File: src/sv/cstt_pkg.sv
// Shared types, character codes and the window decision function of the
// C source translator (trigraphs, line splices, digraphs). No dependencies.
package cstt_pkg;

    localparam int LINE_BITS    = 24;
    localparam int COLUMN_BITS  = 16;
    localparam int WIN_DEPTH    = 5;
    localparam int WIN_IDX_BITS = 3;
    localparam int QDEPTH       = 4;
    localparam int QPTR_BITS    = 2;

    localparam logic [7:0] CH_NUL     = 8'h00;
    localparam logic [7:0] CH_LF      = 8'h0A;
    localparam logic [7:0] CH_CR      = 8'h0D;
    localparam logic [7:0] CH_BANG    = 8'h21;
    localparam logic [7:0] CH_HASH    = 8'h23;
    localparam logic [7:0] CH_PERCENT = 8'h25;
    localparam logic [7:0] CH_APOS    = 8'h27;
    localparam logic [7:0] CH_LPAREN  = 8'h28;
    localparam logic [7:0] CH_RPAREN  = 8'h29;
    localparam logic [7:0] CH_MINUS   = 8'h2D;
    localparam logic [7:0] CH_SLASH   = 8'h2F;
    localparam logic [7:0] CH_COLON   = 8'h3A;
    localparam logic [7:0] CH_LT      = 8'h3C;
    localparam logic [7:0] CH_EQ      = 8'h3D;
    localparam logic [7:0] CH_GT      = 8'h3E;
    localparam logic [7:0] CH_QMARK   = 8'h3F;
    localparam logic [7:0] CH_LBRACK  = 8'h5B;
    localparam logic [7:0] CH_BSL     = 8'h5C;
    localparam logic [7:0] CH_RBRACK  = 8'h5D;
    localparam logic [7:0] CH_CARET   = 8'h5E;
    localparam logic [7:0] CH_LBRACE  = 8'h7B;
    localparam logic [7:0] CH_BAR     = 8'h7C;
    localparam logic [7:0] CH_RBRACE  = 8'h7D;
    localparam logic [7:0] CH_TILDE   = 8'h7E;

    typedef struct packed {
        logic [7:0] src_byte;
        logic       end_of_source;
    } in_item_t;

    typedef struct packed {
        logic [7:0]             out_byte;
        logic [LINE_BITS-1:0]   raw_line;
        logic [COLUMN_BITS-1:0] raw_column;
        logic                   is_terminator;
        logic                   trigraph_seen;
        logic                   last_of_run;
    } result_t;

    typedef logic [WIN_DEPTH-1:0][7:0] window_t;

    typedef struct packed {
        logic [WIN_IDX_BITS-1:0] used;
        logic [1:0]              nres;
        logic [7:0]              b0;
        logic [7:0]              b1;
        logic                    trig;
    } decision_t;

    // one queued record: one or two character results, or the terminator
    typedef struct packed {
        logic [7:0]             b0;
        logic [7:0]             b1;
        logic [LINE_BITS-1:0]   line;
        logic [COLUMN_BITS-1:0] col;
        logic [COLUMN_BITS-1:0] col2;
        logic                   two;
        logic                   term;
        logic                   seen;
        logic                   last;
    } entry_t;

    typedef enum logic {
        FE_RUN,
        FE_FLUSH
    } front_state_t;

    function automatic logic [7:0] tri_map(input logic [7:0] b);
        logic [7:0] m;
        case (b)
            CH_EQ:     m = CH_HASH;
            CH_SLASH:  m = CH_BSL;
            CH_APOS:   m = CH_CARET;
            CH_LT:     m = CH_LBRACE;
            CH_GT:     m = CH_RBRACE;
            CH_BANG:   m = CH_BAR;
            CH_LPAREN: m = CH_LBRACK;
            CH_RPAREN: m = CH_RBRACK;
            CH_MINUS:  m = CH_TILDE;
            default:   m = CH_NUL;
        endcase
        return m;
    endfunction

    // One decision at the window head; bytes at or beyond avail are never tested.
    function automatic decision_t decide(input window_t w,
                                         input logic [WIN_IDX_BITS-1:0] avail,
                                         input logic en);
        decision_t  d;
        logic [7:0] tm;
        logic       tri_hit;
        d.used  = WIN_IDX_BITS'(1);
        d.nres  = 2'd1;
        d.b0    = w[0];
        d.b1    = w[0];
        d.trig  = 1'b0;
        tm      = tri_map(w[2]);
        tri_hit = en && (avail >= WIN_IDX_BITS'(3)) && (w[0] == CH_QMARK)
                  && (w[1] == CH_QMARK) && (tm != CH_NUL);
        if (tri_hit)
        begin
            d.trig = 1'b1;
            if ((tm == CH_BSL) && (avail >= WIN_IDX_BITS'(4)) && (w[3] == CH_LF))
            begin
                d.used = WIN_IDX_BITS'(4);
                d.nres = 2'd0;
            end
            else if ((tm == CH_BSL) && (avail >= WIN_IDX_BITS'(5)) && (w[3] == CH_CR)
                     && (w[4] == CH_LF))
            begin
                d.used = WIN_IDX_BITS'(5);
                d.nres = 2'd0;
            end
            else
            begin
                d.used = WIN_IDX_BITS'(3);
                d.b0   = tm;
            end
        end
        else if ((w[0] == CH_BSL) && (avail >= WIN_IDX_BITS'(2)) && (w[1] == CH_LF))
        begin
            d.used = WIN_IDX_BITS'(2);
            d.nres = 2'd0;
        end
        else if ((w[0] == CH_BSL) && (avail >= WIN_IDX_BITS'(3)) && (w[1] == CH_CR)
                 && (w[2] == CH_LF))
        begin
            d.used = WIN_IDX_BITS'(3);
            d.nres = 2'd0;
        end
        else if ((avail >= WIN_IDX_BITS'(4)) && (w[0] == CH_PERCENT) && (w[1] == CH_COLON)
                 && (w[2] == CH_PERCENT) && (w[3] == CH_COLON))
        begin
            d.used = WIN_IDX_BITS'(4);
            d.nres = 2'd2;
            d.b0   = CH_HASH;
            d.b1   = CH_HASH;
        end
        else if (avail >= WIN_IDX_BITS'(2))
        begin
            if ((w[0] == CH_PERCENT) && (w[1] == CH_COLON))
            begin
                d.used = WIN_IDX_BITS'(2);
                d.b0   = CH_HASH;
            end
            else if ((w[0] == CH_LT) && (w[1] == CH_COLON))
            begin
                d.used = WIN_IDX_BITS'(2);
                d.b0   = CH_LBRACK;
            end
            else if ((w[0] == CH_COLON) && (w[1] == CH_GT))
            begin
                d.used = WIN_IDX_BITS'(2);
                d.b0   = CH_RBRACK;
            end
            else if ((w[0] == CH_LT) && (w[1] == CH_PERCENT))
            begin
                d.used = WIN_IDX_BITS'(2);
                d.b0   = CH_LBRACE;
            end
            else if ((w[0] == CH_PERCENT) && (w[1] == CH_GT))
            begin
                d.used = WIN_IDX_BITS'(2);
                d.b0   = CH_RBRACE;
            end
        end
        return d;
    endfunction

endpackage

File: src/sv/cstt_front.sv
// Front end: five-byte lookahead window, translation decision and raw position.
// Pushes result records into the queue. Depends on cstt_pkg.
module cstt_front (
    input  logic                clk,
    input  logic                rst_n,
    input  logic                push,
    input  cstt_pkg::in_item_t  src,
    output logic                full,
    input  logic                trig_en,
    output logic                q_push,
    output cstt_pkg::entry_t    q_entry,
    input  logic                q_full
);

    localparam int LB = cstt_pkg::LINE_BITS;
    localparam int CB = cstt_pkg::COLUMN_BITS;
    localparam int WB = cstt_pkg::WIN_IDX_BITS;
    localparam int WD = cstt_pkg::WIN_DEPTH;

    cstt_pkg::front_state_t state_reg, state_next;
    cstt_pkg::window_t      win_reg, win_next;
    logic [WB-1:0]          count_reg, count_next;
    logic [LB-1:0]          line_reg, line_next;
    logic [CB-1:0]          col_reg, col_next;
    logic                   seen_reg, seen_next;

    cstt_pkg::window_t      win_app, win_sel, win_sh;
    cstt_pkg::decision_t    dec;
    logic [WB-1:0]          avail;
    logic                   accept, byte_acc, end_acc, do_dec, term_push, lf_end;
    logic [7:0]             last_byte;
    logic [LB-1:0]          line_inc;
    logic [CB:0]            col_sum, col_sum2;
    logic [CB-1:0]          col_adv, col2;

    always_comb
    begin
        state_next = state_reg;
        case (state_reg)
            cstt_pkg::FE_RUN:
            begin
                if (end_acc)
                    state_next = cstt_pkg::FE_FLUSH;
            end
            cstt_pkg::FE_FLUSH:
            begin
                if (term_push)
                    state_next = cstt_pkg::FE_RUN;
            end
            default: state_next = cstt_pkg::FE_RUN;
        endcase
    end

    always_comb
    begin
        case (state_reg)
            cstt_pkg::FE_RUN: full = q_full;
            default:          full = 1'b1;
        endcase
    end

    always_comb
    begin
        accept   = push && !full;
        byte_acc = accept && !src.end_of_source;
        end_acc  = accept && src.end_of_source;

        win_app            = win_reg;
        win_app[count_reg] = src.src_byte;

        if (state_reg == cstt_pkg::FE_RUN)
        begin
            win_sel = win_app;
            avail   = WB'(WD);
            do_dec  = byte_acc && (count_reg == WB'(WD - 1));
        end
        else
        begin
            win_sel = win_reg;
            avail   = count_reg;
            do_dec  = !q_full && (count_reg != '0);
        end
        term_push = (state_reg == cstt_pkg::FE_FLUSH) && !q_full && (count_reg == '0);

        dec = cstt_pkg::decide(win_sel, avail, trig_en);

        // only the last consumed byte can be a line feed
        last_byte = win_sel[0];
        for (int k = 2; k <= WD; k++)
        begin
            if (dec.used == WB'(k))
                last_byte = win_sel[k-1];
        end
        lf_end = (last_byte == cstt_pkg::CH_LF);

        win_sh = win_sel;
        for (int i = 0; i < WD; i++)
        begin
            for (int k = 1; k <= WD; k++)
            begin
                if ((dec.used == WB'(k)) && (i + k < WD))
                    win_sh[i] = win_sel[i+k];
            end
        end

        line_inc = (line_reg == '1) ? line_reg : line_reg + LB'(1);
        col_sum  = {1'b0, col_reg} + (CB+1)'(dec.used);
        col_adv  = col_sum[CB] ? '1 : col_sum[CB-1:0];
        col_sum2 = {1'b0, col_reg} + (CB+1)'(2);
        col2     = col_sum2[CB] ? '1 : col_sum2[CB-1:0];

        win_next   = win_reg;
        count_next = count_reg;
        line_next  = line_reg;
        col_next   = col_reg;
        seen_next  = seen_reg;
        if (byte_acc)
        begin
            win_next   = win_app;
            count_next = count_reg + WB'(1);
        end
        if (do_dec)
        begin
            win_next   = win_sh;
            count_next = avail - dec.used;
            line_next  = lf_end ? line_inc : line_reg;
            col_next   = lf_end ? CB'(1) : col_adv;
            if (dec.trig)
                seen_next = 1'b1;
        end
        if (term_push)
        begin
            count_next = '0;
            line_next  = LB'(1);
            col_next   = CB'(1);
            seen_next  = 1'b0;
        end

        q_push        = (do_dec && (dec.nres != 2'd0)) || term_push;
        q_entry.b0    = term_push ? cstt_pkg::CH_NUL : dec.b0;
        q_entry.b1    = dec.b1;
        q_entry.line  = line_reg;
        q_entry.col   = col_reg;
        q_entry.col2  = col2;
        q_entry.two   = (dec.nres == 2'd2) && !term_push;
        q_entry.term  = term_push;
        q_entry.seen  = term_push && seen_reg;
        // a byte request makes at most one decision, so its record ends the run
        q_entry.last  = term_push || (state_reg == cstt_pkg::FE_RUN);
    end

    always_ff @(posedge clk or negedge rst_n)
    begin
        if (!rst_n)
        begin
            state_reg <= cstt_pkg::FE_RUN;
            count_reg <= '0;
            line_reg  <= LB'(1);
            col_reg   <= CB'(1);
            seen_reg  <= 1'b0;
        end
        else
        begin
            state_reg <= state_next;
            count_reg <= count_next;
            line_reg  <= line_next;
            col_reg   <= col_next;
            seen_reg  <= seen_next;
        end
    end

    always_ff @(posedge clk)
    begin
        win_reg <= win_next;
    end

endmodule

File: src/sv/cstt_fifo.sv
// Short record queue between the front and back ends.
// Depends on cstt_pkg.
module cstt_fifo (
    input  logic              clk,
    input  logic              rst_n,
    input  logic              wr_en,
    input  cstt_pkg::entry_t  wr_data,
    output logic              full,
    input  logic              rd_en,
    output cstt_pkg::entry_t  rd_data,
    output logic              empty
);

    localparam int PB = cstt_pkg::QPTR_BITS;

    cstt_pkg::entry_t mem [cstt_pkg::QDEPTH];
    logic [PB-1:0]    wr_ptr_reg, wr_ptr_next;
    logic [PB-1:0]    rd_ptr_reg, rd_ptr_next;
    logic [PB:0]      count_reg, count_next;
    logic             do_wr, do_rd;

    always_comb
    begin
        full  = (count_reg == (PB+1)'(cstt_pkg::QDEPTH));
        empty = (count_reg == '0);
        do_wr = wr_en && !full;
        do_rd = rd_en && !empty;
        // depth is a power of two, pointers wrap on their own
        wr_ptr_next = do_wr ? wr_ptr_reg + PB'(1) : wr_ptr_reg;
        rd_ptr_next = do_rd ? rd_ptr_reg + PB'(1) : rd_ptr_reg;
        count_next  = count_reg + (PB+1)'(do_wr) - (PB+1)'(do_rd);
        rd_data     = mem[rd_ptr_reg];
    end

    always_ff @(posedge clk or negedge rst_n)
    begin
        if (!rst_n)
        begin
            wr_ptr_reg <= '0;
            rd_ptr_reg <= '0;
            count_reg  <= '0;
        end
        else
        begin
            wr_ptr_reg <= wr_ptr_next;
            rd_ptr_reg <= rd_ptr_next;
            count_reg  <= count_next;
        end
    end

    always_ff @(posedge clk)
    begin
        if (do_wr)
            mem[wr_ptr_reg] <= wr_data;
    end

endmodule

File: src/sv/cstt_back.sv
// Back end: output register that expands queued records into result requests.
// Depends on cstt_pkg.
module cstt_back (
    input  logic              clk,
    input  logic              rst_n,
    input  cstt_pkg::entry_t  q_data,
    input  logic              q_empty,
    output logic              q_pop,
    output cstt_pkg::result_t result,
    output logic              empty,
    input  logic              pop
);

    cstt_pkg::entry_t cur_reg, cur_next;
    logic             valid_reg, valid_next;
    logic             half_reg, half_next;
    logic             advance;

    always_comb
    begin
        advance    = !valid_reg || (pop && (!cur_reg.two || half_reg));
        q_pop      = advance && !q_empty;
        cur_next   = cur_reg;
        valid_next = valid_reg;
        half_next  = half_reg;
        if (advance)
        begin
            valid_next = !q_empty;
            cur_next   = q_data;
            half_next  = 1'b0;
        end
        else if (pop)
        begin
            // first half of a %:%: pair taken, show the second #
            half_next = 1'b1;
        end

        empty                = !valid_reg;
        result.out_byte      = half_reg ? cur_reg.b1 : cur_reg.b0;
        result.raw_line      = cur_reg.line;
        result.raw_column    = half_reg ? cur_reg.col2 : cur_reg.col;
        result.is_terminator = cur_reg.term;
        result.trigraph_seen = cur_reg.seen;
        result.last_of_run   = cur_reg.last && (!cur_reg.two || half_reg);
    end

    always_ff @(posedge clk or negedge rst_n)
    begin
        if (!rst_n)
        begin
            valid_reg <= 1'b0;
            half_reg  <= 1'b0;
        end
        else
        begin
            valid_reg <= valid_next;
            half_reg  <= half_next;
        end
    end

    always_ff @(posedge clk)
    begin
        cur_reg <= cur_next;
    end

endmodule

File: src/sv/c_source_trigraph_splice_translator_top.sv
// Top level of the C source translator: config register, front end, record
// queue, back end. Depends on cstt_pkg, cstt_front, cstt_fifo, cstt_back.
//
// Input channel: raw source bytes, one per request (push while full is low).
// A request with end_of_source set flushes the lookahead window and yields a
// terminator record with the final raw position and the trigraph flag.
// Result channel: oldest result shown while empty is low, taken with pop.
// Throughput: one byte per cycle while full is low; the window decision is combinational
// in the front end. The record for a decision is written into the queue when the byte
// that completes it is taken, then shown from the back output register. %:%: yields two
// results, shown one per cycle by the back end while pop is high.
// An end request holds full high while the remaining decisions (at most four) and the
// terminator are pushed, then the window and position reset.
// When the receiver stalls, the four-record queue absorbs the front end's
// output; full rises once it is filled, the shown result holds.
// Reset clears the window count, position, flags and queue; trigraph
// translation is off until cfg_data is written with cfg_we.
module c_source_trigraph_splice_translator_top (
    input  logic               clk,
    input  logic               rst_n,
    input  logic               push,
    input  cstt_pkg::in_item_t src,
    output logic               full,
    output logic               empty,
    input  logic               pop,
    output cstt_pkg::result_t  result,
    input  logic               cfg_we,
    input  logic               cfg_data
);

    logic             trig_en_reg;
    logic             q_push, q_full, q_pop, q_empty;
    cstt_pkg::entry_t q_entry, q_data;

    always_ff @(posedge clk or negedge rst_n)
    begin
        if (!rst_n)
            trig_en_reg <= 1'b0;
        else if (cfg_we)
            trig_en_reg <= cfg_data;
    end

    cstt_front u_front (
        .clk     (clk),
        .rst_n   (rst_n),
        .push    (push),
        .src     (src),
        .full    (full),
        .trig_en (trig_en_reg),
        .q_push  (q_push),
        .q_entry (q_entry),
        .q_full  (q_full)
    );

    cstt_fifo u_fifo (
        .clk     (clk),
        .rst_n   (rst_n),
        .wr_en   (q_push),
        .wr_data (q_entry),
        .full    (q_full),
        .rd_en   (q_pop),
        .rd_data (q_data),
        .empty   (q_empty)
    );

    cstt_back u_back (
        .clk     (clk),
        .rst_n   (rst_n),
        .q_data  (q_data),
        .q_empty (q_empty),
        .q_pop   (q_pop),
        .result  (result),
        .empty   (empty),
        .pop     (pop)
    );

endmodule

File: config.mk
export PLATFORM = sky130hd
export DESIGN_NAME = c_source_trigraph_splice_translator_top
export DESIGN_NICKNAME = d
export VERILOG_FILES = /design/src/sv/cstt_pkg.sv /design/src/sv/cstt_front.sv /design/src/sv/cstt_fifo.sv /design/src/sv/cstt_back.sv /design/src/sv/c_source_trigraph_splice_translator_top.sv
export SDC_FILE = /design/constraint.sdc
export NUM_CORES = 1
export LEC_CHECK = 0
export BUFFER_PORTS_ARGS = -buffer_cell sky130_fd_sc_hd__buf_2
export CAP_MARGIN = 20
export CORE_ASPECT_RATIO = 1.25
export CORE_MARGIN = 8
export CORE_UTILIZATION = 30
export DETAILED_ROUTE_END_ITERATION = 8
export GPL_ROUTABILITY_DRIVEN = 0
export PLACE_DENSITY_LB_ADDON = 0.25
export RECOVER_POWER = 25
export SYNTH_ARGS = -nofsm -noshare
export SYNTH_HDL_FRONTEND = slang
export SYNTH_SLANG_ARGS = --single-unit
File: constraint.sdc
create_clock -name clk -period 4.4 [get_ports clk]
set_input_delay 0.66 -clock clk [delete_from_list [all_inputs] [get_ports clk]]
set_output_delay 0.66 -clock clk [all_outputs]
set_load 0.05 [all_outputs]
# After elaboration in Yosys (flattened, before gate mapping)
# Memories as Yosys holds them, arrays and structs flattened. A register that Yosys moved wholly into a read port is not among the register bits.
# Cells that the tools add are included.
[word_totals]
regBits = 95
elab_cells = 211
ramBits = 304
mem_count = 1
in_bits = 15
[memory_table]
columns = ["memory", "words", "word_bits", "rd", "rd_clocked_by_memory_dff", "write_ports", "line", "source"]
rows = [
  ["u_fifo.mem", 4, 76, 1, 1, 1, "cstt_fifo.sv:16", "cstt_pkg::entry_t mem [cstt_pkg::QDEPTH];"],
]
[op_classes]
n_lt_le_gt_ge = 6
n_eq_ne = 38
bitwise_logic = 1
n_reduce_logical = 63
muxes = 77
n_addsub = 9
[ops]
columns = ["cell", "count"]
rows = [
  ["8-bit 2-to-1 mux", 28],
  ["8-bit by 6-bit == test with 1-bit output, second input constant", 19],
  ["16-bit 2-to-1 mux", 8],
  ["40-bit 2-to-1 mux", 3],
  ["24-bit 2-to-1 mux", 4],
  ["7-bit one-hot mux with 9 select lines", 1],
  ["8-bit by 4-bit == test with 1-bit output, second input constant", 7],
  ["40-bit bitwise mux", 1],
  ["1-bit logical AND", 39],
  ["3-bit 2-to-1 mux", 10],
  ["24-bit by 1-bit adder with 24-bit output, second input constant", 1],
  ["8-bit demux with 3-bit select", 1],
  ["24-bit == test, second input constant", 1],
  ["16-bit by 2-bit adder with 17-bit output, second input constant", 1],
  ["16-bit by 3-bit adder with 17-bit output", 1],
  ["5-bit 2-to-1 mux", 3],
  ["1-bit 2-to-1 mux", 13],
  ["13-bit 2-to-1 mux", 1],
  ["3-bit == test, second input constant", 4],
  ["2-bit nonzero test", 6],
  ["8-bit by 7-bit == test with 1-bit output, second input constant", 1],
  ["8-bit nonzero test", 1],
  ["7-bit == test, second input constant", 1],
  ["1-bit logical NOT", 7],
  ["21 further kinds", 32],
]

# Depth between registers and ports, before layout
# Gate-level depths: netlist (run 1).
[depth]
word_depth = 27
depth_mapped = 22

# Hierarchy
# A second synthesis (run 1) with hierarchy kept.
[unflattened]
cells_unflattened = 1529
area_unflattened_um2 = 22029.9
[modules_own_cells]
columns = ["module", "instances", "cells_per_inst", "area_per_inst_um2", "seq_area_each_um2"]
rows = [
  ["cstt_fifo", 1, 440, 11431.0, 9303.9],
  ["cstt_front", 1, 944, 7568.5, 2329.7],
  ["cstt_back", 1, 143, 2990.4, 2332.2],
  ["c_source_trigraph_splice_translator_top", 1, 2, 40.0, 25.0],
]

# Worst setup path after synthesis (run 1)
# OpenSTA, ideal clock, no wires.
[synth_timing]
path_kind = "input port to flip-flop"
startpoint = "input src[6] (netlist bit)"
endpoint = "memory u_fifo.mem[2][0] (netlist bit), enable pin"
path_buffers = 1
required_ns = 3.957
path_stages = 9
setup_slack_ns = -0.284
arrival_ns = 4.241
cell_sequence = "clkbuf_1 > nor4b_2 > and2_1 > o32ai_1 > nand4_1 > or3_1 > o21ai_0 > a21oi_1 > and2_1"
[synth_between]
elab_chain_len = 17
[synth_rtl]
columns = ["element", "line", "source"]
rows = [
  ["from (decl)", "c_source_trigraph_splice_translator_top.sv:22", "input cstt_pkg::in_item_t src,"],
  ["40-bit bitwise mux *", "cstt_front.sv:69", "win_app[count_reg] = src.src_byte;"],
  ["40-bit 2-to-1 mux *", "cstt_front.sv:71", "if (state_reg == cstt_pkg::FE_RUN)"],
  ["8-bit by 6-bit == test with 1-bit output (on tied branches)", "cstt_pkg.sv:81, cstt_pkg.sv:142", ""],
  ["7-bit one-hot mux with 9 select lines or 1-bit logical AND (tied branches)", "cstt_pkg.sv:81, cstt_pkg.sv:142", ""],
  ["7-bit == test or 1-bit logical AND (tied branches)", "cstt_pkg.sv:114, cstt_pkg.sv:119, cstt_pkg.sv:142", ""],
  ["1-bit logical AND (on tied branches) (2 in series)", "cstt_pkg.sv:119, cstt_pkg.sv:143", ""],
  ["1-bit logical AND or 2-bit 2-to-1 mux (tied branches)", "cstt_pkg.sv:120, cstt_pkg.sv:142", ""],
  ["1-bit 2-to-1 mux or 5-bit 2-to-1 mux (tied branches)", "cstt_pkg.sv:119, cstt_pkg.sv:136", ""],
  ["5-bit 2-to-1 mux (on tied branches)", "cstt_pkg.sv:114, cstt_pkg.sv:131", ""],
  ["13-bit 2-to-1 mux *", "cstt_pkg.sv:111", "if (tri_hit)"],
  ["2-bit nonzero test *", "cstt_front.sv:139", "q_push = (do_dec && (dec.nres != 2'd0)) || term_push;"],
  ["1-bit logical AND *", "cstt_front.sv:139", ""],
  ["1-bit logical OR *", "cstt_front.sv:139", ""],
  ["1-bit logical AND *", "cstt_fifo.sv:26", "do_wr = wr_en && !full;"],
  ["net u_fifo.do_wr", "cstt_fifo.sv:20", "logic do_wr, do_rd;"],
  ["1-bit 2-to-1 mux *", "cstt_fifo.sv:53", "if (do_wr)"],
  ["1-bit 2-to-1 mux (implied by the code) *", "cstt_fifo.sv:54", "mem[wr_ptr_reg] <= wr_data;"],
  ["to (decl)", "cstt_fifo.sv:16", ""],
]
# Mark *: on every way through the listed nets, which the timed path passes. The rest lies on a longest branch.

# Worst setup path in the final report (run 1)
[layout_timing]
startpoint = "register u_front.state_reg"
endpoint = "register u_front.col_reg[3]"
[layout_between]
elab_chain_len = 22
[layout_rtl]
columns = ["element", "line", "source"]
rows = [
  ["from (decl)", "cstt_front.sv:20", "cstt_pkg::front_state_t state_reg, state_next;"],
  ["from (signal assigned)", "cstt_front.sv:156", "state_reg <= cstt_pkg::FE_RUN;"],
  ["from (signal assigned)", "cstt_front.sv:164", "state_reg <= state_next;"],
  ["40-bit 2-to-1 mux", "cstt_front.sv:71", ""],
  ["8-bit by 6-bit == test with 1-bit output (on tied branches)", "n/a", ""],
  ["1-bit logical AND", "cstt_pkg.sv:172", "else if ((w[0] == CH_PERCENT) && (w[1] == CH_GT))"],
  ["2-bit 2-to-1 mux", "cstt_pkg.sv:172", ""],
  ["2-bit 2-to-1 mux", "cstt_pkg.sv:167", "else if ((w[0] == CH_LT) && (w[1] == CH_PERCENT))"],
  ["3-bit 2-to-1 mux", "cstt_pkg.sv:162", "else if ((w[0] == CH_COLON) && (w[1] == CH_GT))"],
  ["3-bit 2-to-1 mux", "cstt_pkg.sv:157", "else if ((w[0] == CH_LT) && (w[1] == CH_COLON))"],
  ["3-bit 2-to-1 mux", "cstt_pkg.sv:152", "if ((w[0] == CH_PERCENT) && (w[1] == CH_COLON))"],
  ["[3 not listed]", "n/a", ""],
  ["5-bit 2-to-1 mux", "cstt_pkg.sv:131", "else if ((w[0] == CH_BSL) && (avail >= WIN_IDX_BITS'(2)) && (w[1] == CH_LF))"],
  ["13-bit 2-to-1 mux", "cstt_pkg.sv:111", ""],
  ["3-bit by 2-bit == test with 1-bit output", "cstt_front.sv:91", "if (dec.used == WB'(k))"],
  ["8-bit 2-to-1 mux (4 in series)", "cstt_front.sv:91", ""],
  ["8-bit by 4-bit == test with 1-bit output", "cstt_front.sv:94", "lf_end = (last_byte == cstt_pkg::CH_LF);"],
  ["16-bit 2-to-1 mux", "cstt_front.sv:127", "col_next = lf_end ? CB'(1) : col_adv;"],
  ["16-bit 2-to-1 mux", "cstt_front.sv:122", "if (do_dec)"],
  ["16-bit 2-to-1 mux", "cstt_front.sv:131", "if (term_push)"],
  ["to (signal assigned)", "cstt_front.sv:167", "col_reg <= col_next;"],
  ["to (decl)", "cstt_front.sv:24", "logic [CB-1:0] col_reg, col_next;"],
]
# Several ways; a longest one is shown, not always the timed one. The select of a mux whose other input is x is not followed.
# A chain may end at the register's enable or synchronous reset.

==> results of run 1 <==
==> worst max-delay path: stages, from the launching register on <==
cell and delay (ps):
dfrtp_1 410, or4b_4 580, a2111oi_4 330, o21ai_2 100, a2111o_1 420, a41o_1 260
and3_4 180, nor2_4 120, inv_1 80, fa_2 360, nor2b_1 150, o211ai_1 120
buf_4 180, or2_4 250, nor2_4 130, buf_4 140, o21ai_0 90, a21oi_1 170
==> metal layers <==
layer	up-vias	global-route usage [%]	routed length, µm
met5	-	0	0
met4	0	5.29	2160
met3	120	2.29	2430
met2	355	23.5	29100
met1	7060	16.7	23800
li1	6447	-	-
==> kinds of logic after synthesis <==
| kind of cell | count (synthesis) | synth area share, % |
|---|---|---|
| AO/OA/AOI/OAI | 287 | 8.07 |
| XOR/XNOR | 14 | 0.556 |
| adder cells (fa/ha/maj) | 17 | 1.07 |
| buffers and inverters | 148 | 3.14 |
| flip-flops | 475 | 63.4 |
| multiplexers | 193 | 13.4 |
| AND/OR/NAND/NOR | 434 | 10.4 |
==> worst max-delay path by stage <==
stage / to / start / slack, ps / depth (start not counted)
2_1_floorplan: u_front.col_reg[12]$_DFFE_PN0P_ / u_front.count_reg[1]$_DFFE_PN0P_ / 20 / 18
3_3_place_gp: u_front.col_reg[3]$_DFFE_PN0P_ / src[1] / -200 / 17
3_5_place_dp: u_front.col_reg[2]$_DFFE_PN0P_ / src[1] / -260 / 17
4_1_cts: u_front.col_reg[4]$_DFFE_PN0P_ / u_front.count_reg[2]$_DFFE_PN0P_ / 3 / 19
5_1_grt: u_front.col_reg[4]$_DFFE_PN0P_ / u_front.count_reg[2]$_DFFE_PN0P_ / -20 / 22
6_report: u_front.col_reg[3]$_DFFE_PN0P_ / u_front.state_reg$_DFF_PN0_ / 190 / 17
==> metrics by stage <==
stage               instance area (µm²)  worst slack, ps
floorplan                         22100             20.7
global placement                  24500             -205
detailed placement                24500             -258
CTS                               26300             2.52
global route                      26500            -21.8
finish                            26500              193
==> report_power, final <==
part | switching [W] | internal, W | total [W]
combinational | 0.00487 | 0.00300 | 0.00787
sequential | 0.000830 | 0.00728 | 0.00810
clock | 0.00185 | 0.00233 | 0.00419
==> final cells by class <==
class	count	area, µm²
Timing Repair Buffer	253	1960
Clock buffer	58	1300
Clock inverter	36	329
Tap cell	960	1200
Inverter	28	105
Multi-Input combinational cell	945	7600
Sequential cell	475	14000
Fill cell	7084	46600
==> layout by cell type, fill, tap and decap left out, drive strengths merged, types with 21 or more instances in the layout <==
cell and instances:
edfxtp 420, buf 250, nand2 141, o21ai 106, nor2 86, mux4 76
mux2i 65, a21oi 64, clkbuf 60, dfrtp 53, mux2 52, inv 31
nand3 27, clkinv 26, and3 21, nor3 21
==> what timing repair did <==
item | CTS | global route
cloned | 0 | 1
gates resized for setup | 15 | 30
buffers inserted | 3 | 12
endpoints found under the setup margin | 16 | 16
pin swaps | 4 | 11
==> key figures, run 1 <==
Synth
  • Warnings from Yosys: 0
  • Post-synthesis cell type count: 91
  • Post-synth top area share: 57.2%
  • Synthesis-stage register bit count: 475
  • Post-synthesis async set-or-reset flop share: a little under an eighth
  • Mapped cell area: approximately 0.022 mm²
  • Post-synth top area cell: edfxtp_1
  • Top cells by count, synth: 420 x edfxtp_1, 141 x nand2_1, 93 x o21ai_0, 85 x nor2_1, 76 x mux4_2
  • Mapped Cells: around 1600
  • Most common cell in the netlist: edfxtp_1
  • Area contributors post-synth: edfxtp_1 57%, mux4_2 7.8%, dfrtp_1 6.0%, mux2i_1 3.0%, mux2_2 2.7%
  • Syn avg cell area: around 14 µm²
  • Number of synthesized flops with an enable pin: between 400 and 500
  • Syn nets: between 1500 and 2000
  • Register area share after synthesis: 63.4%
  • Most frequently used flop master after synthesis: edfxtp_1

Power and ir drop
  • Max VDD drop: 0.460 mV
  • P_leak: roughly 9.4 nW
  • Total power: 0.0202 W
  • PD cells: about 760 mW/mm²

Floorplanning
  • Die Span Y: approximately 320 µm
  • Die area: ~0.082 mm²
  • Top Ports: 68
  • Placeable Area: 0.0731 mm²
  • Die width: ~260 µm
  • Initial Util: 30.2%
  • Row count: 111

Final layout
  • Synth-to-layout area growth: 20.1%
  • Final #Nets: between 1500 and 2000
  • Final core utilization: a little over a third
  • Final Non-Filler Cells: approximately 2800
  • Max FFs per register: roughly 300
  • Antenna diodes: 0
  • Share of cells above drive strength 1: 29.3%

Setup path
  • CP Launch Type: flop
  • Crit path DAT: between 4000 and 5000 ps
  • Flop2flop setup slack: slightly below 200 ps
  • Reg-to-reg endpoint: u_front.col_reg[3]$_DFFE_PN0P_
  • CP Capture Type: flop
  • Worst Path Required: between 4000 and 5000 ps
  • Launching point of the worst reg2reg path: u_front.state_reg$_DFF_PN0_
  • CP Class: reg2reg
  • Reg2reg path depth: 17
  • CP max FO: 5

Global route
  • Vias in the first global route: between 10000 and 15000
  • Total gr overflow: 0
  • Tot GR Track Use: a little over an eighth
  • Largest net degree at the start of global routing: 63
  • Initial antenna violation count: 2
  • First-pass GRT wire length: slightly below 90000 µm

CTS
  • Clock-pin slew on the worst setup and hold paths: roughly 60 ps
  • CTS Sinks: between 400 and 500
  • Clock root buffer: clkbuf_16
  • Clock tree buffer depth: 3
  • # H-tree levels: 2
  • CTS buffer count: a little over 50
  • Worst-skew pair later-pin latency: about 620 ps
  • Hold buffers post-CTS: 0
  • CTS tree: built

Placement
  • Dpl cells: 2645
  • IO Port Bufs: 67
  • HPWL Detailed: between 30000 and 40000 µm

Route
  • Drt pass-1 iters: 6
  • Avg WL per Cell: 20.9 µm
  • Detailed Route Iter0 Violations: 1049
  • Final WL: approximately 57000 µm
  • Vias: roughly 14000
  • Antenna Violating Nets Remaining: 0
  • Vias per inst: between 5 and 6
  • Final routed DRC violation total: 0

Timing
  • Final Cycle Share: 95.6%
  • # setup viols final: 0
  • Pins Over Slew Limit: 37
  • Final hold violations: 0
  • Final Skew: between 60 and 70 ps
  • Worst-Margin Slew: approximately 2200 ps
  • Minimum clock period: 4210 ps
  • RSZ-0062 raised after global routing: yes
  • Setup_tns: 0 ps
  • Hold_ws: 303 ps
  • Slew margin rel.: -47.4%
  • F_max: between 200 and 250 MHz

Run
  • Max cap viols: 1

Run status
  • Failing checks: capacitance limit, slew limit
  • Status: finished, violations left

Min path
  • Hold Path Sink: trig_en_reg$_DFFE_PN0P_
  • Hold Crit Depth: 2
  • Worst hold path type: in2reg
  • Hold Path Origin: cfg_data
Power figures use the tool's default switching activity.
==> run 2: changes to the inputs <==
--- a/config.mk
+++ b/config.mk
@@ -13,7 +13,7 @@
 export DETAILED_ROUTE_END_ITERATION = 8
 export GPL_ROUTABILITY_DRIVEN = 0
 export PLACE_DENSITY_LB_ADDON = 0.25
-export RECOVER_POWER = 25
+export SKIP_CTS_REPAIR_TIMING = 1
 export SYNTH_ARGS = -nofsm -noshare
 export SYNTH_HDL_FRONTEND = slang
 export SYNTH_SLANG_ARGS = --single-unit
==> run 2 against run 1 <==
Highest routed layer unchanged. Largest cell class unchanged. Total power hardly changed. Core utilization down 0.053 points. Wire length about the same. Clock skew shrank 0.98 ps. The flow now finishes without violations. Cell area shrank 0.15%. Cell count is 0.11% lower. Non-clock buffer count fell by 3.
==> key figures, run 2 (synthesis gave the netlist of run 1 again) <==
Setup path
  • Crit path DAT: 4720 ps (+20 ps)
  • CP Launch Type: flop
  • Flop2flop setup slack: 130 ps (-60 ps)
  • Reg2reg path depth: 21 (+4)
  • Worst Path Required: 4840 ps (-60 ps)
  • CP max FO: 8 (+3)
  • CP Capture Type: flop
  • Reg-to-reg endpoint: u_front.col_reg[15]$_DFFE_PN0P_
  • CP Class: reg2reg
  • Launching point of the worst reg2reg path: u_front.count_reg[2]$_DFFE_PN0P_

Floorplanning
  • Die area: 0.0825 mm² (unchanged)
  • Row count: 111 (unchanged)
  • Die Span Y: 319 µm (unchanged)
  • Placeable Area: 0.0731 mm² (unchanged)
  • Die width: 259 µm (unchanged)
  • Top Ports: 68 (unchanged)
  • Initial Util: 30.2% (unchanged)

Final layout
  • FF+latch area: 0.0140 mm² (unchanged)
  • Max FFs per register: 304 (unchanged)
  • Final Non-Filler Cells: 2752 (-0.11%)
  • Share of cells above drive strength 1: 29.3% (about the same)
  • Filler cells: 7086 (+0.028%)
  • Antenna diodes: 0 (unchanged)
  • Post-route cell area: 0.0265 mm² (-0.15%)
  • Synth-to-layout area growth: 20.0%
  • Commonest non-fill, non-tap cells in the layout: 420 x edfxtp_1, 160 x buf_4, 140 x nand2_1, 90 x o21ai_0, 81 x nor2_1
  • Multi-input logic area: 0.00758 mm² (-0.23%)
  • Most common cell after layout, fill and taps aside: edfxtp_1
  • Final #Nets: 1783 (-0.17%)

Placement
  • IO Port Bufs: 67 (unchanged)
  • Dpl ws: -258 ps (unchanged)
  • HPWL Detailed: 38800 µm (unchanged)
  • DP Area: 0.0245 mm² (unchanged)
  • Dpl cells: 2645 (unchanged)

CTS
  • CTS tree: built
  • Clock tree buffer depth: 3 (unchanged)
  • # H-tree levels: 2 (unchanged)
  • Clock-pin slew on the worst setup and hold paths: 60 ps (about the same)
  • CTS Sinks: 475 (unchanged)
  • Clock root buffer: clkbuf_16
  • CTS buffer count: 51 (unchanged)
  • Worst-skew pair later-pin latency: 620 ps (about the same)

Timing
  • # setup viols final: 0 (unchanged)
  • Final worst slack: 128 ps (-64.9 ps)
  • RSZ-0062 raised after global routing: yes
  • Final hold violations: 0 (unchanged)
  • F_max: 234 MHz (-1.5%)
  • Worst-Margin Slew: 1010 ps (-1200 ps)
  • Pins Over Slew Limit: 0 (-100%)
  • Final Cycle Share: 97.1% (+1.5 points)
  • Minimum clock period: 4270 ps (+64.9 ps)
  • Slew margin rel.: 32.6% (+80 points)
  • Final Skew: 60.5 ps (-0.984 ps)

Global route
  • Vias in the first global route: 14400 (-0.62%)
  • Tot GR Track Use: 13.6% (about the same)
  • Initial antenna violation count: 2 (unchanged)
  • Largest net degree at the start of global routing: 63 (unchanged)
  • Total gr overflow: 0 (unchanged)
  • First-pass GRT wire length: 88200 µm (+0.16%)

Route
  • Avg WL per Cell: 20.9 µm (about the same)
  • Final WL: 57500 µm (about the same)
  • Met3 WL post-DR: 2300 µm (-5.1%)
  • Highest routed layer: met4
  • Wire length on met1: 24000 µm (+0.55%)
  • Antenna Violating Nets Remaining: 0 (unchanged)
  • Vias: 14000 (-0.12%)
  • Final routed DRC violation total: 0 (unchanged)
  • Detailed Route Iter0 Violations: 972 (-7.3%)
  • WL met2: 29600 µm (+1.9%)
  • Vias per inst: 5.07 (about the same)
  • Drt pass-1 iters: 5 (-1)

Power and ir drop
  • Reg power frac: 40.2% (about the same)
  • NetSw: 0.00755 W (about the same)
  • P_leak: 9.41 nW (-0.20%)
  • PD cells: 762 mW/mm² (+0.13%)
  • Total power: 0.0202 W (about the same)
  • Sw Share: 37.5% (about the same)
  • Internal power: 0.0126 W (about the same)
  • Combinational power share: 39.0% (about the same)
  • Max VDD drop: 0.460 mV (about the same)
  • Clock Power Share: 20.8% (about the same)

Run status
  • Status: finished clean

Run
  • Max cap viols: 0 (-1)

Min path
  • Worst hold path type: in2async
[run 2: cell types whose count changed in the layout (fill, tap and decap cells not counted), sizes merged]
cell           change
clkbuf             -2
clkdlybuf4s15      -1
[run 2: final cells by class]
type	instances	share of cell area [%]
timing repair buffer	250	7.32
inverter	28	0.397
sequential	475	52.9
tap	960	4.54
clock inverter	36	1.24
clock buffer	58	4.92
multi-input combinational	945	28.7
[run 2: per-stage QoR]
| step | hold WS, ps | util (%) | TNS (ps) |
|---|---|---|---|
| 3_3_place_gp | 506 | 33.6 | -1760 |
| 6_report | 185 | 36.2 | 0 |
| 5_1_grt | 230 | 36.2 | -120 |
| 2_1_floorplan | 364 | - | 0 |
| 3_5_place_dp | 512 | 33.6 | -2830 |
| 4_1_cts | 186 | 35.8 | -2900 |
[run 2: power groups by stage]
stage | clock, W | combinational (W) | sequential (W)
after global routing | 0.00448 | 0.00847 | 0.00829
after global placement | 0 | 0.00784 | 0.00815
after CTS | 0.00432 | 0.00792 | 0.00814
after detailed placement | 0 | 0.00789 | 0.00823
after floorplan | 0 | 0.00555 | 0.00779
final | 0.00419 | 0.00786 | 0.00811
[run 2: worst max-delay path by stage]
stage / start / to / slack [ps] / cells past startpoint
6_report: u_front.count_reg[2]$_DFFE_PN0P_ / u_front.col_reg[15]$_DFFE_PN0P_ / 130 / 21
4_1_cts: u_front.count_reg[2]$_DFFE_PN0P_ / u_front.col_reg[2]$_DFFE_PN0P_ / -280 / 21
5_1_grt: u_front.count_reg[2]$_DFFE_PN0P_ / u_front.col_reg[4]$_DFFE_PN0P_ / -50 / 22
2_1_floorplan: u_front.count_reg[1]$_DFFE_PN0P_ / u_front.col_reg[12]$_DFFE_PN0P_ / 20 / 18
3_5_place_dp: src[1] / u_front.col_reg[2]$_DFFE_PN0P_ / -260 / 17
3_3_place_gp: src[1] / u_front.col_reg[3]$_DFFE_PN0P_ / -200 / 17
[run 2: critical path, stage by stage, from the launching register on]
cell      delay, ps
dfrtp_1         420
buf_6           160
nor4b_4         300
buf_4           190
buf_4           140
nor2_1           50
a22oi_1         280
nand4_1         240
buf_4           220
nor4_4          320
nor2_2          100
inv_2            90
buf_4           170
ha_1            250
nor2b_1         140
o211ai_1        180
buf_4           160
or2_4           150
nor2_4           60
buf_4           130
o31ai_1         240
a21oi_1         100
[run 2: layer usage]
layer	up-vias	global-route usage, %
li1	6440	-
met1	7104	16.9
met2	323	23.9
met3	98	2.05
met4	0	4.27
met5	-	0
==> run 3: changes to the inputs <==
--- a/config.mk
+++ b/config.mk
@@ -10,6 +10,7 @@
 export CORE_ASPECT_RATIO = 1.25
 export CORE_MARGIN = 8
 export CORE_UTILIZATION = 30
+export CTS_BUF_LIST = sky130_fd_sc_hd__clkbuf_16
 export DETAILED_ROUTE_END_ITERATION = 8
 export GPL_ROUTABILITY_DRIVEN = 0
 export PLACE_DENSITY_LB_ADDON = 0.25
==> constraint.sdc (replaced) <==
create_clock -name clk -period 4.4 [get_ports clk]
set_input_delay 0.88 -clock clk [delete_from_list [all_inputs] [get_ports clk]]
set_output_delay 0.88 -clock clk [all_outputs]
set_load 0.05 [all_outputs]
==> run 3 against run 2 <==
Worst setup slack better by 4.1 ps. Via count up 0.87%. Clock skew decreased by 40 ps. Sequential share of layout area fell by 0.30 points. Cell area rose by 0.60%. Clock power rose by 3%. Maximum frequency about the same. Critical path depth shrank 3. Hold slack better by 280 ps. Combinational power hardly changed. Register-to-register slack about the same. Total power grew 0.67%. Critical path type unchanged.
==> key figures, run 3 (synthesis gave the netlist of run 1 again) <==
Run status
  • Status: finished clean

Final layout
  • Share of cells above drive strength 1: 30.3% (+1.0 points)
  • Synth-to-layout area growth: 20.7%
  • Antenna diodes: 0 (unchanged)
  • Final core utilization: 36.4% (+0.22 points)
  • Commonest non-fill, non-tap cells in the layout: 420 x edfxtp_1, 175 x buf_4, 138 x nand2_1, 88 x o21ai_0, 81 x nor2_1
  • Filler cells: 7113 (+0.38%)
  • Multi-input logic area: 0.00762 mm² (+0.43%)
  • FF+latch area: 0.0140 mm² (about the same)
  • Most common cell after layout, fill and taps aside: edfxtp_1
  • Final #Nets: 1796 (+0.73%)
  • Max FFs per register: 304 (unchanged)

Power and ir drop
  • P_leak: 9.51 nW (+1.0%)
  • PD cells: 762 mW/mm² (about the same)
  • Max VDD drop: 0.529 mV (+15%)
  • Total power: 0.0203 W (+0.67%)

CTS
  • CTS tree: built
  • Clock tree buffer depth: 3 (unchanged)
  • Clock-pin slew on the worst setup and hold paths: 70 ps (about the same)
  • CTS buffer count: 50 (-2.0%)
  • Worst-skew pair later-pin latency: 590 ps (-30 ps)
  • Clock root buffer: clkbuf_16
  • CTS Sinks: 475 (unchanged)
  • # H-tree levels: 2 (unchanged)

Timing
  • Slew margin rel.: 34.8% (+2.2 points)
  • Pins Over Slew Limit: 0 (unchanged)
  • F_max: 234 MHz (about the same)
  • Worst-Margin Slew: 978 ps (-31.6 ps)
  • Final Skew: 20.7 ps (-39.8 ps)
  • Final Cycle Share: 97.0% (about the same)
  • Final hold violations: 0 (unchanged)
  • Minimum clock period: 4270 ps (-4.11 ps)
  • Hold_ws: 466 ps (+281 ps)
  • # setup viols final: 0 (unchanged)

Route
  • Final routed DRC violation total: 0 (unchanged)
  • WL met2: 29400 µm (-0.66%)
  • Wire length on met1: 24000 µm (+0.11%)
  • Avg WL per Cell: 21.1 µm (+0.79%)
  • Vias per inst: 5.09 (+0.39%)
  • Detailed Route Iter0 Violations: 950 (-2.3%)
  • Vias: 14100 (+0.87%)
  • Met3 WL post-DR: 2630 µm (+14%)
  • Final WL: 58200 µm (+1.3%)
  • Antenna Violating Nets Remaining: 0 (unchanged)
  • Highest routed layer: met4
  • Drt pass-1 iters: 6 (+1)

Setup path
  • CP Class: reg2reg
  • CP Launch Type: flop
  • Worst Path Required: 4830 ps (about the same)
  • Crit path DAT: 4700 ps (-20 ps)
  • CP max FO: 10 (+2)
  • CP Capture Type: flop

Min path
  • Worst hold path type: in2async

Global route
  • Tot GR Track Use: 13.6% (+0.031 points)
  • First-pass GRT wire length: 88200 µm (about the same)
  • Largest net degree at the start of global routing: 58 (-7.9%)
  • Vias in the first global route: 14500 (+0.61%)
  • Total gr overflow: 0 (unchanged)
  • Initial antenna violation count: 2 (unchanged)

Floorplanning
  • Die width: 259 µm (unchanged)
  • Die area: 0.0825 mm² (unchanged)
  • Row count: 111 (unchanged)
  • Die Span Y: 319 µm (unchanged)
  • Top Ports: 68 (unchanged)
  • Initial Util: 30.2% (unchanged)
  • Placeable Area: 0.0731 mm² (unchanged)

Placement
  • HPWL Detailed: 39200 µm (+1.0%)
  • IO Port Bufs: 67 (unchanged)

Run
  • Max cap viols: 0 (unchanged)
[run 3: cell types whose count changed in the layout (fill, tap and decap cells not counted), moves of 3 or more]
| cell | previous run | this run |
|---|---|---|
| clkinv_4 | 4 | 0 |
| clkinvlp_4 | 4 | 7 |
| inv_1 | 25 | 36 |
| clkbuf_1 | 7 | 0 |
| dfrtp_1 | 51 | 48 |
| bufinv_16 | 3 | 7 |
| buf_12 | 16 | 12 |
| o21ai_1 | 11 | 15 |
| dfrtp_2 | 0 | 3 |
| clkinv_2 | 8 | 5 |
| buf_4 | 160 | 175 |
[run 3: power breakdown]
part           switching (W)  total, W  internal (W)
combinational        0.00488   0.00786       0.00297
clock                0.00180   0.00430       0.00249
sequential          0.000854   0.00814       0.00728
total                0.00754    0.0203        0.0128
[run 3: worst paths after layout]
check | slack (ps) | end | from | cells after the start
setup / recovery | 130 | u_front.col_reg[12]$_DFFE_PN0P_ | u_front.count_reg[2]$_DFFE_PN0P_ | 18
hold / removal | 470 | u_front.col_reg[4]$_DFFE_PN0P_ | rst_n | 1
setup reg to reg | 130 | u_front.col_reg[12]$_DFFE_PN0P_ | u_front.count_reg[2]$_DFFE_PN0P_ | 18
hold reg to reg | 520 | u_front.seen_reg$_DFFE_PN0P_ | u_front.seen_reg$_DFFE_PN0P_ | 2
max in group asynchronous | 2970 | u_front.line_reg[0]$_DFFE_PN1P_ | rst_n | 2
min in group clk | 520 | u_front.seen_reg$_DFFE_PN0P_ | u_front.seen_reg$_DFFE_PN0P_ | 2
[run 3: per-layer routing]
| layer | track usage, % | vias up |
|---|---|---|
| li1 | - | 6475 |
| met1 | 16.5 | 7121 |
| met2 | 24.1 | 362 |
| met3 | 2.31 | 128 |
| met4 | 4.77 | 0 |
| met5 | 0 | - |
[run 3: layout make-up]
type / count / area share, %
inverters: 28 / 0.395
repair buffers: 264 / 7.59
multi-input cells: 945 / 28.6
clock inverters: 43 / 1.57
flip-flops and latches: 475 / 52.6
well taps: 960 / 4.51
clock buffers: 50 / 4.70
[run 3: critical path: stages, from the launching register on]
cell	delay, ps
dfrtp_2	450
or4_4	550
buf_4	200
nor3_1	190
nor2_1	100
a2111o_1	380
a41o_1	240
and3_4	190
nor2_4	130
inv_1	80
fa_2	370
nor2b_2	130
o211ai_1	170
or2_4	340
buf_4	140
nor2_2	130
nand2_1	70
o21ai_0	150
a21oi_1	90
[run 3: per-stage QoR]
step                std cells  setup WS [ps]  TNS [ps]  cell area, µm²
floorplan                1568           3.46         0           22100
global placement         2654           -198     -1900           24600
detailed placement       2654           -215     -1910           24600
CTS                      2747           24.7         0           26300
global route             2765          -87.1      -565           26600
finish                   2765            132         0           26600
